## config.mk

```make
export PLATFORM = sky130hd
export DESIGN_NAME = decimal_year_time_converter_unit
export DESIGN_NICKNAME = d
export VERILOG_FILES = /design/src/design/dyt_pkg.sv /design/src/design/dyt_cdiv.sv /design/src/design/decimal_year_time_converter_unit.sv
export VERILOG_INCLUDE_DIRS = /design/src /design/src/design
export SDC_FILE = /design/constraint.sdc
export NUM_CORES = 2
export LEC_CHECK = 0
export BUFFER_PORTS_ARGS = -buffer_cell sky130_fd_sc_hd__buf_4
export CAP_MARGIN = 10
export CORE_UTILIZATION = 34
export CTS_CLUSTER_SIZE = 10
export DETAILED_ROUTE_END_ITERATION = 10
export PLACE_DENSITY = 0.51
export SLEW_MARGIN = 20
export SYNTH_ARGS = -nofsm -noshare
export SYNTH_HDL_FRONTEND = slang
export SYNTH_SLANG_ARGS = --single-unit
```

## constraint.sdc

```tcl
create_clock -name clk -period 14.3 [get_ports clk]
set_clock_uncertainty 0.05 [all_clocks]
set_input_delay 2.86 -clock clk [delete_from_list [all_inputs] [get_ports clk]]
set_output_delay 2.86 -clock clk [all_outputs]
set_load 0.02 [all_outputs]
```

## src/design/decimal_year_time_converter_unit_defines.svh

```systemverilog
// Assertion macros for the converter's top-level RTL file.
// Each macro takes a label, the clock, the synchronous reset, an antecedent
// and a consequent. Synthesis sees empty bodies.
`ifndef DECIMAL_YEAR_TIME_CONVERTER_UNIT_DEFINES_SVH
`define DECIMAL_YEAR_TIME_CONVERTER_UNIT_DEFINES_SVH

`ifndef SYNTHESIS

// The consequent must hold in the same cycle as the antecedent.
`define DYT_ASSERT_SAME(label, clk, rst, ante, cons) \
  label: assert property (@(posedge clk) disable iff (rst) (ante) |-> (cons)) \
    else $error("assertion failed in decimal year converter");

// The consequent must hold in the cycle after the antecedent.
`define DYT_ASSERT_NEXT(label, clk, rst, ante, cons) \
  label: assert property (@(posedge clk) disable iff (rst) (ante) |=> (cons)) \
    else $error("assertion failed in decimal year converter");

`else

`define DYT_ASSERT_SAME(label, clk, rst, ante, cons)

`define DYT_ASSERT_NEXT(label, clk, rst, ante, cons)

`endif

`endif

```

## src/design/dyt_pkg.sv

```systemverilog
`default_nettype none

package dyt_pkg;

  localparam int unsigned FRACTION_BITS_DEFAULT = 32;

  localparam int unsigned YEAR_W = 14;
  localparam int unsigned FRAC_W = 32;
  localparam int unsigned DAY_W  = 9;
  localparam int unsigned HOUR_W = 5;
  localparam int unsigned MIN_W  = 6;
  localparam int unsigned SEC_W  = 6;

  // Seconds in a year fit in 25 bits; elapsed seconds of a reverse
  // transaction, and twice a year's seconds, fit in 26 bits.
  localparam int unsigned SECS_YEAR_W = 25;
  localparam int unsigned ELAPSED_W   = 26;
  localparam int unsigned DAY_REM_W   = 17;
  localparam int unsigned HOUR_REM_W  = 12;

  localparam logic [SECS_YEAR_W-1:0] SECS_COMMON_YEAR = 25'd31536000;
  localparam logic [SECS_YEAR_W-1:0] SECS_LEAP_YEAR   = 25'd31622400;

  localparam int unsigned SECS_PER_DAY    = 86400;
  localparam int unsigned SECS_PER_HOUR   = 3600;
  localparam int unsigned SECS_PER_MINUTE = 60;

  // A year is a multiple of 25 exactly when its product with the inverse of
  // 25 modulo 2^14 is no greater than floor((2^14 - 1) / 25).
  localparam logic [YEAR_W-1:0] INV25_MOD_YEAR = 14'd7209;
  localparam logic [YEAR_W-1:0] DIV25_LIMIT    = 14'd655;

  typedef enum logic {
    OP_TO_CALENDAR = 1'b0,
    OP_TO_FRACTION = 1'b1
  } op_t;

  typedef struct packed {
    op_t               op;
    logic [YEAR_W-1:0] year_in;
    logic [FRAC_W-1:0] fraction_in;
    logic [DAY_W-1:0]  day_in;
    logic [HOUR_W-1:0] hour_in;
    logic [MIN_W-1:0]  minute_in;
    logic [SEC_W-1:0]  second_in;
  } item_t;

  typedef struct packed {
    logic [YEAR_W-1:0] year_out;
    logic [FRAC_W-1:0] fraction_out;
    logic [DAY_W-1:0]  day_out;
    logic [HOUR_W-1:0] hour_out;
    logic [MIN_W-1:0]  minute_out;
    logic [SEC_W-1:0]  second_out;
  } result_t;

  // Load enables for the two register stages of a constant divider.
  typedef struct packed {
    logic stage_a;
    logic stage_b;
  } cdiv_load_t;

  // Side information that travels with every transaction.
  typedef struct packed {
    op_t               op;
    logic [YEAR_W-1:0] year;
    logic              leap;
    logic              sat;
  } side_t;

endpackage

`default_nettype wire

```

## src/design/dyt_cdiv.sv

```systemverilog
`default_nettype none

// Two-stage division by a constant: a reciprocal multiply that may fall
// one short, then a single compare-and-subtract correction.
module dyt_cdiv #(
  parameter int unsigned XW      = dyt_pkg::SECS_YEAR_W,
  parameter int unsigned DIVISOR = dyt_pkg::SECS_PER_DAY,
  parameter int unsigned QW      = dyt_pkg::DAY_W,
  parameter int unsigned RW      = dyt_pkg::DAY_REM_W
) (
  input  logic                clk,
  input  dyt_pkg::cdiv_load_t load,
  input  logic [XW-1:0]       x,
  output logic [QW-1:0]       q,
  output logic [RW-1:0]       r
);

  localparam longint unsigned RECIP = (64'd1 << XW) / DIVISOR;
  localparam int unsigned     MW    = $clog2(RECIP + 1);

  logic [XW+MW-1:0] prod;
  logic [XW-1:0]    x_a;
  logic [QW-1:0]    q0_a;
  logic [XW-1:0]    r0;
  logic             corr;

  assign prod = (XW+MW)'(x) * (XW+MW)'(RECIP);

  always_ff @(posedge clk) begin
    if (load.stage_a) begin
      x_a  <= x;
      q0_a <= QW'(prod >> XW);
    end
  end

  // The estimate is never above the true quotient and at most one below it.
  assign r0   = x_a - XW'(q0_a) * XW'(DIVISOR);
  assign corr = (r0 >= XW'(DIVISOR));

  always_ff @(posedge clk) begin
    if (load.stage_b) begin
      q <= q0_a + QW'(corr);
      r <= corr ? RW'(r0 - XW'(DIVISOR)) : RW'(r0);
    end
  end

endmodule

`default_nettype wire

```

## src/design/decimal_year_time_converter_unit.sv

```systemverilog
// Decimal year converter. Each transaction on the item channel carries an
// op code: OP_TO_CALENDAR turns a year and a binary fraction of that year
// into year, day of year, hour, minute and second, rounding half up to whole
// seconds and rolling a full year into the next one; OP_TO_FRACTION turns a
// calendar time into the truncated fraction of its year.
// Both channels use valid and stall: a transaction completes at a rising
// edge where valid is high and stall is low. Every item gives one result.
// result_valid rises once the transaction has passed through the nine
// register stages. Throughput is one transaction per cycle while
// result_stall is low: the stages advance independently, so a bubble
// anywhere is squeezed out and a new item is taken whenever the first stage
// is empty or moving on.
// When result_stall is high, the result holds and the stages behind it fill
// up; item_stall rises only once the first stage is occupied and cannot
// move. Reset (synchronous, active high) empties every stage at once;
// payload registers keep whatever they held. There is no configuration.
// The depth is set by the reverse long division (eight stages of a few
// restoring steps each) and, on the forward side, by three constant
// dividers of two stages each behind the 32 by 25 bit product.

`default_nettype none

`include "decimal_year_time_converter_unit_defines.svh"

module decimal_year_time_converter_unit #(
  parameter int unsigned FRACTION_BITS = dyt_pkg::FRACTION_BITS_DEFAULT
) (
  input  logic             clk,
  input  logic             rst,
  input  logic             item_valid,
  output logic             item_stall,
  input  dyt_pkg::item_t   item,
  output logic             result_valid,
  input  logic             result_stall,
  output dyt_pkg::result_t result
);

  localparam int unsigned STAGES     = 9;
  localparam int unsigned DIV_STAGES = STAGES - 1;
  // Restoring steps done in each division stage.
  localparam int unsigned RB = (FRACTION_BITS + DIV_STAGES - 1) / DIV_STAGES;
  localparam int unsigned FIN_W =
      (FRACTION_BITS < dyt_pkg::FRAC_W) ? FRACTION_BITS : dyt_pkg::FRAC_W;
  localparam int unsigned PW = FIN_W + dyt_pkg::SECS_YEAR_W + 1;
  localparam int unsigned TW = PW - FRACTION_BITS;
  localparam int unsigned CW = (TW > dyt_pkg::SECS_YEAR_W) ? TW : dyt_pkg::SECS_YEAR_W;
  localparam int unsigned RW = dyt_pkg::ELAPSED_W;
  localparam logic [PW-1:0] HALF = PW'(1) << (FRACTION_BITS - 1);

  // Stage valid bits and per-stage advance enables. A stage loads when it
  // is empty or when the stage after it loads too.
  logic [STAGES:1]   v;
  logic [STAGES:1]   v_in;
  logic [STAGES+1:1] en;

  dyt_pkg::side_t side [1:STAGES];

  // Stage 1: leap year test and elapsed seconds of the calendar time.
  logic [dyt_pkg::YEAR_W-1:0] y_mod;
  logic                       div25;
  logic                       leap1;
  logic [dyt_pkg::DAY_W-1:0]  day_m1;
  logic [RW-1:0]              elapsed;
  logic [RW-1:0]              elapsed1;
  logic [FIN_W-1:0]           f1;

  // Stage 2: forward product and the end-of-year check for reverse mode.
  logic [dyt_pkg::SECS_YEAR_W-1:0] s2;
  logic [PW-1:0]                   prod_next;
  logic [PW-1:0]                   prod2;
  logic                            sat_next;

  // Stage 3: whole seconds and the roll into the next year.
  logic [dyt_pkg::SECS_YEAR_W-1:0] s3;
  logic [CW-1:0]                   total_ext;
  logic                            roll;
  logic [dyt_pkg::SECS_YEAR_W-1:0] tot_next;
  logic [dyt_pkg::SECS_YEAR_W-1:0] tot3;

  // Reverse division remainders and quotients.
  logic [RW-1:0]            rem [2:STAGES];
  logic [FRACTION_BITS-1:0] quo [2:STAGES];

  // Calendar split through the constant dividers.
  dyt_pkg::cdiv_load_t            day_load, hour_load, min_load;
  logic [dyt_pkg::DAY_W-1:0]      day5, day6, day7, day8, day9;
  logic [dyt_pkg::DAY_REM_W-1:0]  dayrem5;
  logic [dyt_pkg::HOUR_W-1:0]     hour7, hour8, hour9;
  logic [dyt_pkg::HOUR_REM_W-1:0] hourrem7;
  logic [dyt_pkg::MIN_W-1:0]      min9;
  logic [dyt_pkg::SEC_W-1:0]      sec9;

  // ---------------------------------------------------------------------
  // Handshake and stage control.
  // ---------------------------------------------------------------------
  assign en[STAGES+1] = ~result_stall;

  for (genvar k = 1; k <= STAGES; k++) begin : g_en
    assign en[k] = ~v[k] | en[k+1];
  end

  assign v_in       = {v[STAGES-1:1], item_valid};
  assign item_stall = ~en[1];
  assign result_valid = v[STAGES];

  always_ff @(posedge clk) begin
    if (rst) begin
      v <= '0;
    end else begin
      for (int k = 1; k <= STAGES; k++) begin
        if (en[k]) begin
          v[k] <= v_in[k];
        end
      end
    end
  end

  // ---------------------------------------------------------------------
  // Stage 1. Gregorian rule: a multiple of 4 that is either not a multiple
  // of 100 or a multiple of 400. Given a multiple of 4, that reduces to
  // "not a multiple of 25, or a multiple of 16".
  // ---------------------------------------------------------------------
  always_comb begin
    y_mod  = item.year_in * dyt_pkg::INV25_MOD_YEAR;
    div25  = (y_mod <= dyt_pkg::DIV25_LIMIT);
    leap1  = (item.year_in[1:0] == 2'b00) && (!div25 || (item.year_in[3:0] == 4'b0000));
    // Day zero counts as the first day.
    day_m1 = (item.day_in == '0) ? '0 : item.day_in - 1'b1;
    elapsed = RW'(day_m1) * RW'(dyt_pkg::SECS_PER_DAY)
            + RW'(item.hour_in) * RW'(dyt_pkg::SECS_PER_HOUR)
            + RW'(item.minute_in) * RW'(dyt_pkg::SECS_PER_MINUTE)
            + RW'(item.second_in);
  end

  always_ff @(posedge clk) begin
    if (en[1]) begin
      elapsed1 <= elapsed;
      f1       <= item.fraction_in[FIN_W-1:0];
    end
  end

  // ---------------------------------------------------------------------
  // Stage 2. The product keeps every bit, with one half added ahead of
  // the shift so that the shift rounds half up.
  // ---------------------------------------------------------------------
  always_comb begin
    s2        = side[1].leap ? dyt_pkg::SECS_LEAP_YEAR : dyt_pkg::SECS_COMMON_YEAR;
    prod_next = PW'(f1) * PW'(s2) + HALF;
    sat_next  = (elapsed1 >= RW'(s2));
  end

  always_ff @(posedge clk) begin
    if (en[2]) begin
      prod2 <= prod_next;
    end
  end

  // ---------------------------------------------------------------------
  // Stage 3. A rounded count that reaches the year's length becomes the
  // first second of the next year; the year wraps at its field width.
  // ---------------------------------------------------------------------
  always_comb begin
    s3        = side[2].leap ? dyt_pkg::SECS_LEAP_YEAR : dyt_pkg::SECS_COMMON_YEAR;
    total_ext = CW'(prod2[PW-1:FRACTION_BITS]);
    roll      = (side[2].op == dyt_pkg::OP_TO_CALENDAR) && (total_ext >= CW'(s3));
    tot_next  = roll ? '0 : total_ext[dyt_pkg::SECS_YEAR_W-1:0];
  end

  always_ff @(posedge clk) begin
    if (en[3]) begin
      tot3 <= tot_next;
    end
  end

  // Side information: the saturation flag joins at stage 2 and the year
  // carry at stage 3; elsewhere it simply moves along.
  always_ff @(posedge clk) begin
    if (en[1]) begin
      side[1] <= '{op: dyt_pkg::op_t'(item.op), year: item.year_in, leap: leap1, sat: 1'b0};
    end
    if (en[2]) begin
      side[2] <= '{op: side[1].op, year: side[1].year, leap: side[1].leap, sat: sat_next};
    end
    if (en[3]) begin
      side[3] <= '{op: side[2].op, year: side[2].year + dyt_pkg::YEAR_W'(roll),
                   leap: side[2].leap, sat: side[2].sat};
    end
    for (int k = 4; k <= STAGES; k++) begin
      if (en[k]) begin
        side[k] <= side[k-1];
      end
    end
  end

  // ---------------------------------------------------------------------
  // Reverse mode: restoring long division of the elapsed seconds by the
  // year's seconds, a few quotient bits in each of stages 2 to 9. When the
  // elapsed time reaches the year's length the quotient is not used.
  // ---------------------------------------------------------------------
  for (genvar j = 2; j <= STAGES; j++) begin : g_div
    logic [RW-1:0]                   r_in, r_out;
    logic [FRACTION_BITS-1:0]        q_in, q_out;
    logic [dyt_pkg::SECS_YEAR_W-1:0] s;

    if (j == 2) begin : g_first
      assign r_in = elapsed1;
      assign q_in = '0;
    end else begin : g_rest
      assign r_in = rem[j-1];
      assign q_in = quo[j-1];
    end

    assign s = side[j-1].leap ? dyt_pkg::SECS_LEAP_YEAR : dyt_pkg::SECS_COMMON_YEAR;

    always_comb begin
      r_out = r_in;
      q_out = q_in;
      for (int i = 0; i < RB; i++) begin
        if ((j - 2) * RB + i < FRACTION_BITS) begin
          r_out = {r_out[RW-2:0], 1'b0};
          q_out = {q_out[FRACTION_BITS-2:0], 1'b0};
          if (r_out >= RW'(s)) begin
            r_out    = r_out - RW'(s);
            q_out[0] = 1'b1;
          end
        end
      end
    end

    always_ff @(posedge clk) begin
      if (en[j]) begin
        rem[j] <= r_out;
        quo[j] <= q_out;
      end
    end
  end

  // ---------------------------------------------------------------------
  // Forward mode: split the seconds into days (stages 4-5), hours
  // (stages 6-7), minutes and seconds (stages 8-9).
  // ---------------------------------------------------------------------
  assign day_load  = '{stage_a: en[4], stage_b: en[5]};
  assign hour_load = '{stage_a: en[6], stage_b: en[7]};
  assign min_load  = '{stage_a: en[8], stage_b: en[9]};

  dyt_cdiv #(
    .XW      (dyt_pkg::SECS_YEAR_W),
    .DIVISOR (dyt_pkg::SECS_PER_DAY),
    .QW      (dyt_pkg::DAY_W),
    .RW      (dyt_pkg::DAY_REM_W)
  ) u_day_div (
    .clk  (clk),
    .load (day_load),
    .x    (tot3),
    .q    (day5),
    .r    (dayrem5)
  );

  dyt_cdiv #(
    .XW      (dyt_pkg::DAY_REM_W),
    .DIVISOR (dyt_pkg::SECS_PER_HOUR),
    .QW      (dyt_pkg::HOUR_W),
    .RW      (dyt_pkg::HOUR_REM_W)
  ) u_hour_div (
    .clk  (clk),
    .load (hour_load),
    .x    (dayrem5),
    .q    (hour7),
    .r    (hourrem7)
  );

  dyt_cdiv #(
    .XW      (dyt_pkg::HOUR_REM_W),
    .DIVISOR (dyt_pkg::SECS_PER_MINUTE),
    .QW      (dyt_pkg::MIN_W),
    .RW      (dyt_pkg::SEC_W)
  ) u_min_div (
    .clk  (clk),
    .load (min_load),
    .x    (hourrem7),
    .q    (min9),
    .r    (sec9)
  );

  always_ff @(posedge clk) begin
    if (en[6]) begin
      day6 <= day5;
    end
    if (en[7]) begin
      day7 <= day6;
    end
    if (en[8]) begin
      day8  <= day7;
      hour8 <= hour7;
    end
    if (en[9]) begin
      day9  <= day8;
      hour9 <= hour8;
    end
  end

  // ---------------------------------------------------------------------
  // Result assembly from the last stage's registers, so it holds steady
  // while the receiver stalls.
  // ---------------------------------------------------------------------
  always_comb begin
    result          = '0;
    result.year_out = side[STAGES].year;
    if (side[STAGES].op == dyt_pkg::OP_TO_CALENDAR) begin
      result.day_out    = day9 + 1'b1;
      result.hour_out   = hour9;
      result.minute_out = min9;
      result.second_out = sec9;
    end else if (side[STAGES].sat) begin
      result.fraction_out = dyt_pkg::FRAC_W'({FRACTION_BITS{1'b1}});
    end else begin
      result.fraction_out = dyt_pkg::FRAC_W'(quo[STAGES]);
    end
  end

  // ---------------------------------------------------------------------
  // Assertions.
  // ---------------------------------------------------------------------
  // The input side is held back only while the first stage is occupied.
  `DYT_ASSERT_SAME(a_stall_needs_occupancy, clk, rst, item_stall, v[1])

  // After the roll-over check, the second count lies inside its year.
  `DYT_ASSERT_SAME(a_seconds_within_year, clk, rst,
    v[3] && (side[3].op == dyt_pkg::OP_TO_CALENDAR),
    tot3 < (side[3].leap ? dyt_pkg::SECS_LEAP_YEAR : dyt_pkg::SECS_COMMON_YEAR))

  // A forward result is a proper calendar time whatever the input bits.
  `DYT_ASSERT_SAME(a_calendar_in_range, clk, rst,
    result_valid && (side[STAGES].op == dyt_pkg::OP_TO_CALENDAR),
    (result.day_out != '0) && (result.day_out <= 9'd366) && (result.hour_out < 5'd24)
      && (result.minute_out < 6'd60) && (result.second_out < 6'd60))

endmodule

`default_nettype wire

```

======== Yosys cells after proc, flatten, opt, wreduce, memory -nomap -nowiden ========
Memories as Yosys holds them, arrays and structs flattened.
Cells that the tools add are included.
Widths: inputs -> output; s select.
storage, ports and cells
  flip-flop bits (word level) ............. 325
  RAM bits ................................ 617
  word-level logic and storage cells ...... 256
  memories ................................ 3
memory list
  name  words  bits a word  rd ports  clocked after Yosys merged registers in  write ports  RTL line                                text
  quo   8      32           8         0                                        8            decimal_year_time_converter_unit.sv:82  logic [FRACTION_BITS-1:0] quo [2:STAGES];
  rem   8      26           7         0                                        8            decimal_year_time_converter_unit.sv:81  logic [RW-1:0] rem [2:STAGES];
  side  9      17           9         0                                        9            decimal_year_time_converter_unit.sv:56  dyt_pkg::side_t side [1:STAGES];
operators by class
  add/sub/neg operators ................... 48
  $mul .................................... 11
  order comparisons ....................... 38
  mux-type cells .......................... 97
  bitwise gates (word level) .............. 21
  reductions and logical operators ........ 7
operators with widths
  kind                    number
  $ge 26x25->1            34
  $sub 25x25->25          25
  $mux 25                 24
  $mux 26                 9
  $sub 26x25->26          8
  $mux 18                 8
  $mux 32                 2
  $add 57x32->58 const B  1
  $mul 32x25->57          1
  $mux 1                  50
  $mul 25x7->32 const B   1
  $add 26x12->26          1
  $add 26x17->26          1
  $add 26x6->26           1
  $mul 5x8->13 const B    2
  $ge 25x17->1 const B    1
  $mul 17x4->20 const B   1
  $mul 6x4->10 const B    2
  $mul 9x10->19 const B   1
  $mul 9x10->18 const B   1
  $ge 17x12->1 const B    1
  $mux 17                 1
  $sub 17x17->17          1
  $sub 17x17->17 const B  1
  24 further kinds        44

======== Longest topological paths before layout ========
  depth after elaboration ................. 12
  gate-level depth with buffers ........... 50
  mapped depth without buffers ............ 43

======== By module ========
Synthesis repeated with hierarchy kept, for this count alone.
second synthesis, totals
  cell total of the unflattened synthesis .. 6839
  area total of the unflattened synthesis .. 69704.4 um2
modules (own cells, without submodules)
  module                            times used  cells an instance  area each (um2)
  decimal_year_time_converter_unit  1           5646               56934.6
  dyt_cdiv (u_day_div)              1           697                7096.8
  dyt_cdiv (u_hour_div)             1           275                3158.0
  dyt_cdiv (u_min_div)              1           221                2514.9

======== Worst setup path before layout ========
Ideal clock, no wire load.
  kind .................................... input-to-output
  from .................................... in result_stall
  to ...................................... out item_stall
  arrival time ............................ 8.692 ns
  required time ........................... 11.390 ns
  path slack .............................. 2.698 ns
  stages .................................. 6
  path buffers ............................ 0
  cell sequence ........................... and3_1 -> and3_1 -> nand3_1 -> nor2_1 -> nand3_1 -> inv_1
RTL lines
  element          RTL line                                text
  start, declared  decimal_year_time_converter_unit.sv:34  input logic result_stall,
  end, declared    decimal_year_time_converter_unit.sv:31  output logic item_stall,

==> results_dict.tcl <==
set metrics [dict create \
    yosys.area.top_type_share_pct 31.2 \
    cts_sinks 717 \
    wirelength_mm 163 \
    grt_pass1_wl_mm 264 \
    fp.dieW_um 450 \
    min-delay-path-class "flip-flop to flip-flop" \
    async_reset_ff_share_pct 0 \
    cts_setup_buffers 0 \
    preCtsSetupSlack_ns 2.98 \
    grt.busiest_layer "met2" \
    core_area_um2 199000 \
    first_pass_iters 7 \
    drc 0 \
    clock_tree.root_cell "clkbuf_16" \
    io_pins 151 \
    drt_iter0_drc 2392 \
    ys_top_cells_by_area "edfxtp_1 (31%), ha_1 (16%), fa_1 (12%)" \
    final_core_util_pct 37.9 \
    maxSlewViolCount 0 \
    io_buffers 150 \
    worst_pin_slew_ns 1.05 \
    final_nets 8272 \
    clkTransAtPathRegs_ns 0.06 \
    synth_seq_cells 717 \
    cp-end-kind "flip-flop" \
    wl_per_cell_um 16.9 \
    setup_violations 0 \
    post-route-period-util_pct 80.3 \
    vias 48600 \
    postSynthAreaPerCell_um2 10.2 \
    synthDistinctLibCells 125 \
    grt_pass1_vias 49100 \
    r2r-start "side[0][18]" \
    cap_violations 0 \
    antenna_found_initial 5 \
    hold_viol 0 \
    startpoint "side[0][18]" \
    cts_resized 0 \
    worstSetupStartpointType "flip-flop" \
    reg2reg_slack_ns 2.82 \
    crit_required_ns 14.67 \
    period_needed_ns 11.48 \
    hpwl_mm 132 \
    worstPathArrival_ns 11.85 \
    slew-limit-headroom_pct 30.2 \
    ant_nets 0 \
    grtUsageTotal_pct 16.0 \
    clkLatencyLatePin_ns 0.72 \
    drive_gt1_share_pct 7.03 \
    seq_area_frac_synth_pct 31.4 \
    synth_top_area_cell "edfxtp_1" \
    cts_buffer_depth 3 \
    viasPerCell 5.05 \
    ys_warn_count 0 \
    hold_start "side[0][111]" \
    globalRouteOverflowTotal 0 \
    place_congestion 0.886 \
    start_util_pct 34.2 \
    fillCellCount 19900 \
    synth_ff_type "edfxtp_1" \
    max_freq_mhz 87.1 \
    synth_edf_count 708 \
    cp_max_fo 20 \
    crit_slowest_cell "inv_1" \
    finalSetupTns_ns 0 \
    numCtsBuffers 90 \
    cts_htree_levels 3 \
    netlist_instances 6665 \
    row_count 164 \
    rsz0062_at_grt "no" \
    crit_top_cell "a21oi_1" \
    grtUsageMet2_pct 27.2 \
    max_stage_delay_ns 0.84 \
    fin_ws_ns 2.82 \
    die_y_um 450 \
    syn_area_um2 68200 \
    globalRouteMet1Util_pct 21.5 \
    cts_hold_buf 0 \
    fp.dieArea_um2 202000 \
    area_delta_synth_final_pct 10.8 \
    cts_tree "done" \
    crit_type "flip-flop to flip-flop" \
    gr-usage-met3_pct 1.76 \
    outcome "finished, final reports clean" \
    grt_max_degree 78 \
]
final cells by class:
cell class / count / area, um^2 / area share, %
timing repair buffer: 186 / 1400 / 1.85
clock inverter: 28 / 417 / 0.551
multi-input combinational: 5102 / 43500 / 57.6
antenna: 1 / 2.50 / 0.00331
tap: 2656 / 3320 / 4.40
clock buffer: 121 / 2370 / 3.13
inverter: 815 / 3070 / 4.06
sequential: 717 / 21400 / 28.4
metal layers:
metal  vias to the layer above  wire, um
met4                         0      4210
met1                     23400     76600
li1                      24300         -
met5                         -         0
met3                       191      5270
met2                       756     76900
cells by family (layout without fill, tap and decap cells):
group | Yosys count | count (layout) | synth area share (%)
other cells | 2 | 89 | 0.0110
buf+inv | 932 | 1150 | 5.30
mux | 108 | 108 | 1.71
fa+ha+maj | 1292 | 1292 | 28.1
xor+xnor | 567 | 567 | 7.28
simple gates | 1590 | 1590 | 11.6
compound gates | 1457 | 1457 | 14.6
flops | 717 | 717 | 31.4
critical path: cells and delay by family, from the launching register on:
kind / cells / cell delay, ns
compound gates: 14 / 4.38
xor+xnor: 3 / 0.47
fa+ha+maj: 4 / 1.52
buf+inv: 4 / 1.43
flops: 1 / 0.64
simple gates: 13 / 2.66
metrics by stage:
stage / instance area, um^2 / std cells / hold slack (ns)
3_3_place_gp: 72800 / 9476 / 0.351
2_1_floorplan: 68500 / 6751 / 0.350
4_1_cts: 75600 / 9625 / 0.326
3_5_place_dp: 72800 / 9476 / 0.355
6_report: 75600 / 9626 / 0.328
5_1_grt: 75600 / 9625 / 0.348
cell usage in the layout, fill, tap and decap left out, drive strengths merged, types with 47 or more instances in the layout:
master	n
a211oi	59
a21o	121
a21oi	405
a31oi	81
and2	64
and3	55
buf	186
clkbuf	121
conb	88
edfxtp	708
fa	406
ha	877
inv	817
mux2	47
mux2i	61
nand2	375
nand2b	58
nand3	114
nor2	448
nor2b	71
nor3	117
o211ai	56
o21a	105
o21ai	240
o21bai	47
o31ai	48
or3	61
xnor2	357
xor2	210
Yosys cell counts, drive strengths merged, types with 64 or more instances:
| cell | count |
|---|---|
| and2 | 64 |
| o21ai | 240 |
| a21o | 121 |
| fa | 406 |
| edfxtp | 708 |
| a21oi | 405 |
| inv | 815 |
| nand3 | 114 |
| xnor2 | 357 |
| nor3 | 117 |
| nor2 | 448 |
| ha | 877 |
| nand2 | 375 |
| xor2 | 210 |
| a31oi | 81 |
| nor2b | 71 |
| o21a | 105 |
registers in the layout (all words and copies together) (netlist names), 25 cells and up:
name	cells
side	151
quo	144
rem	129
f1	32
elapsed1	26
prod2	26
tot3	25
u_day_div.x_a	25
path summary, 6_finish.rpt:
check	endpoint	cells after the start
worst max-delay path	rem[0][71]	38
worst min-delay path	side[0][128]	0
worst max register to register	rem[0][71]	38
worst min register to register	side[0][128]	0
Power is not shown: default switching activity piles up to over one toggle a cycle in this logic, so the estimate is an artifact.
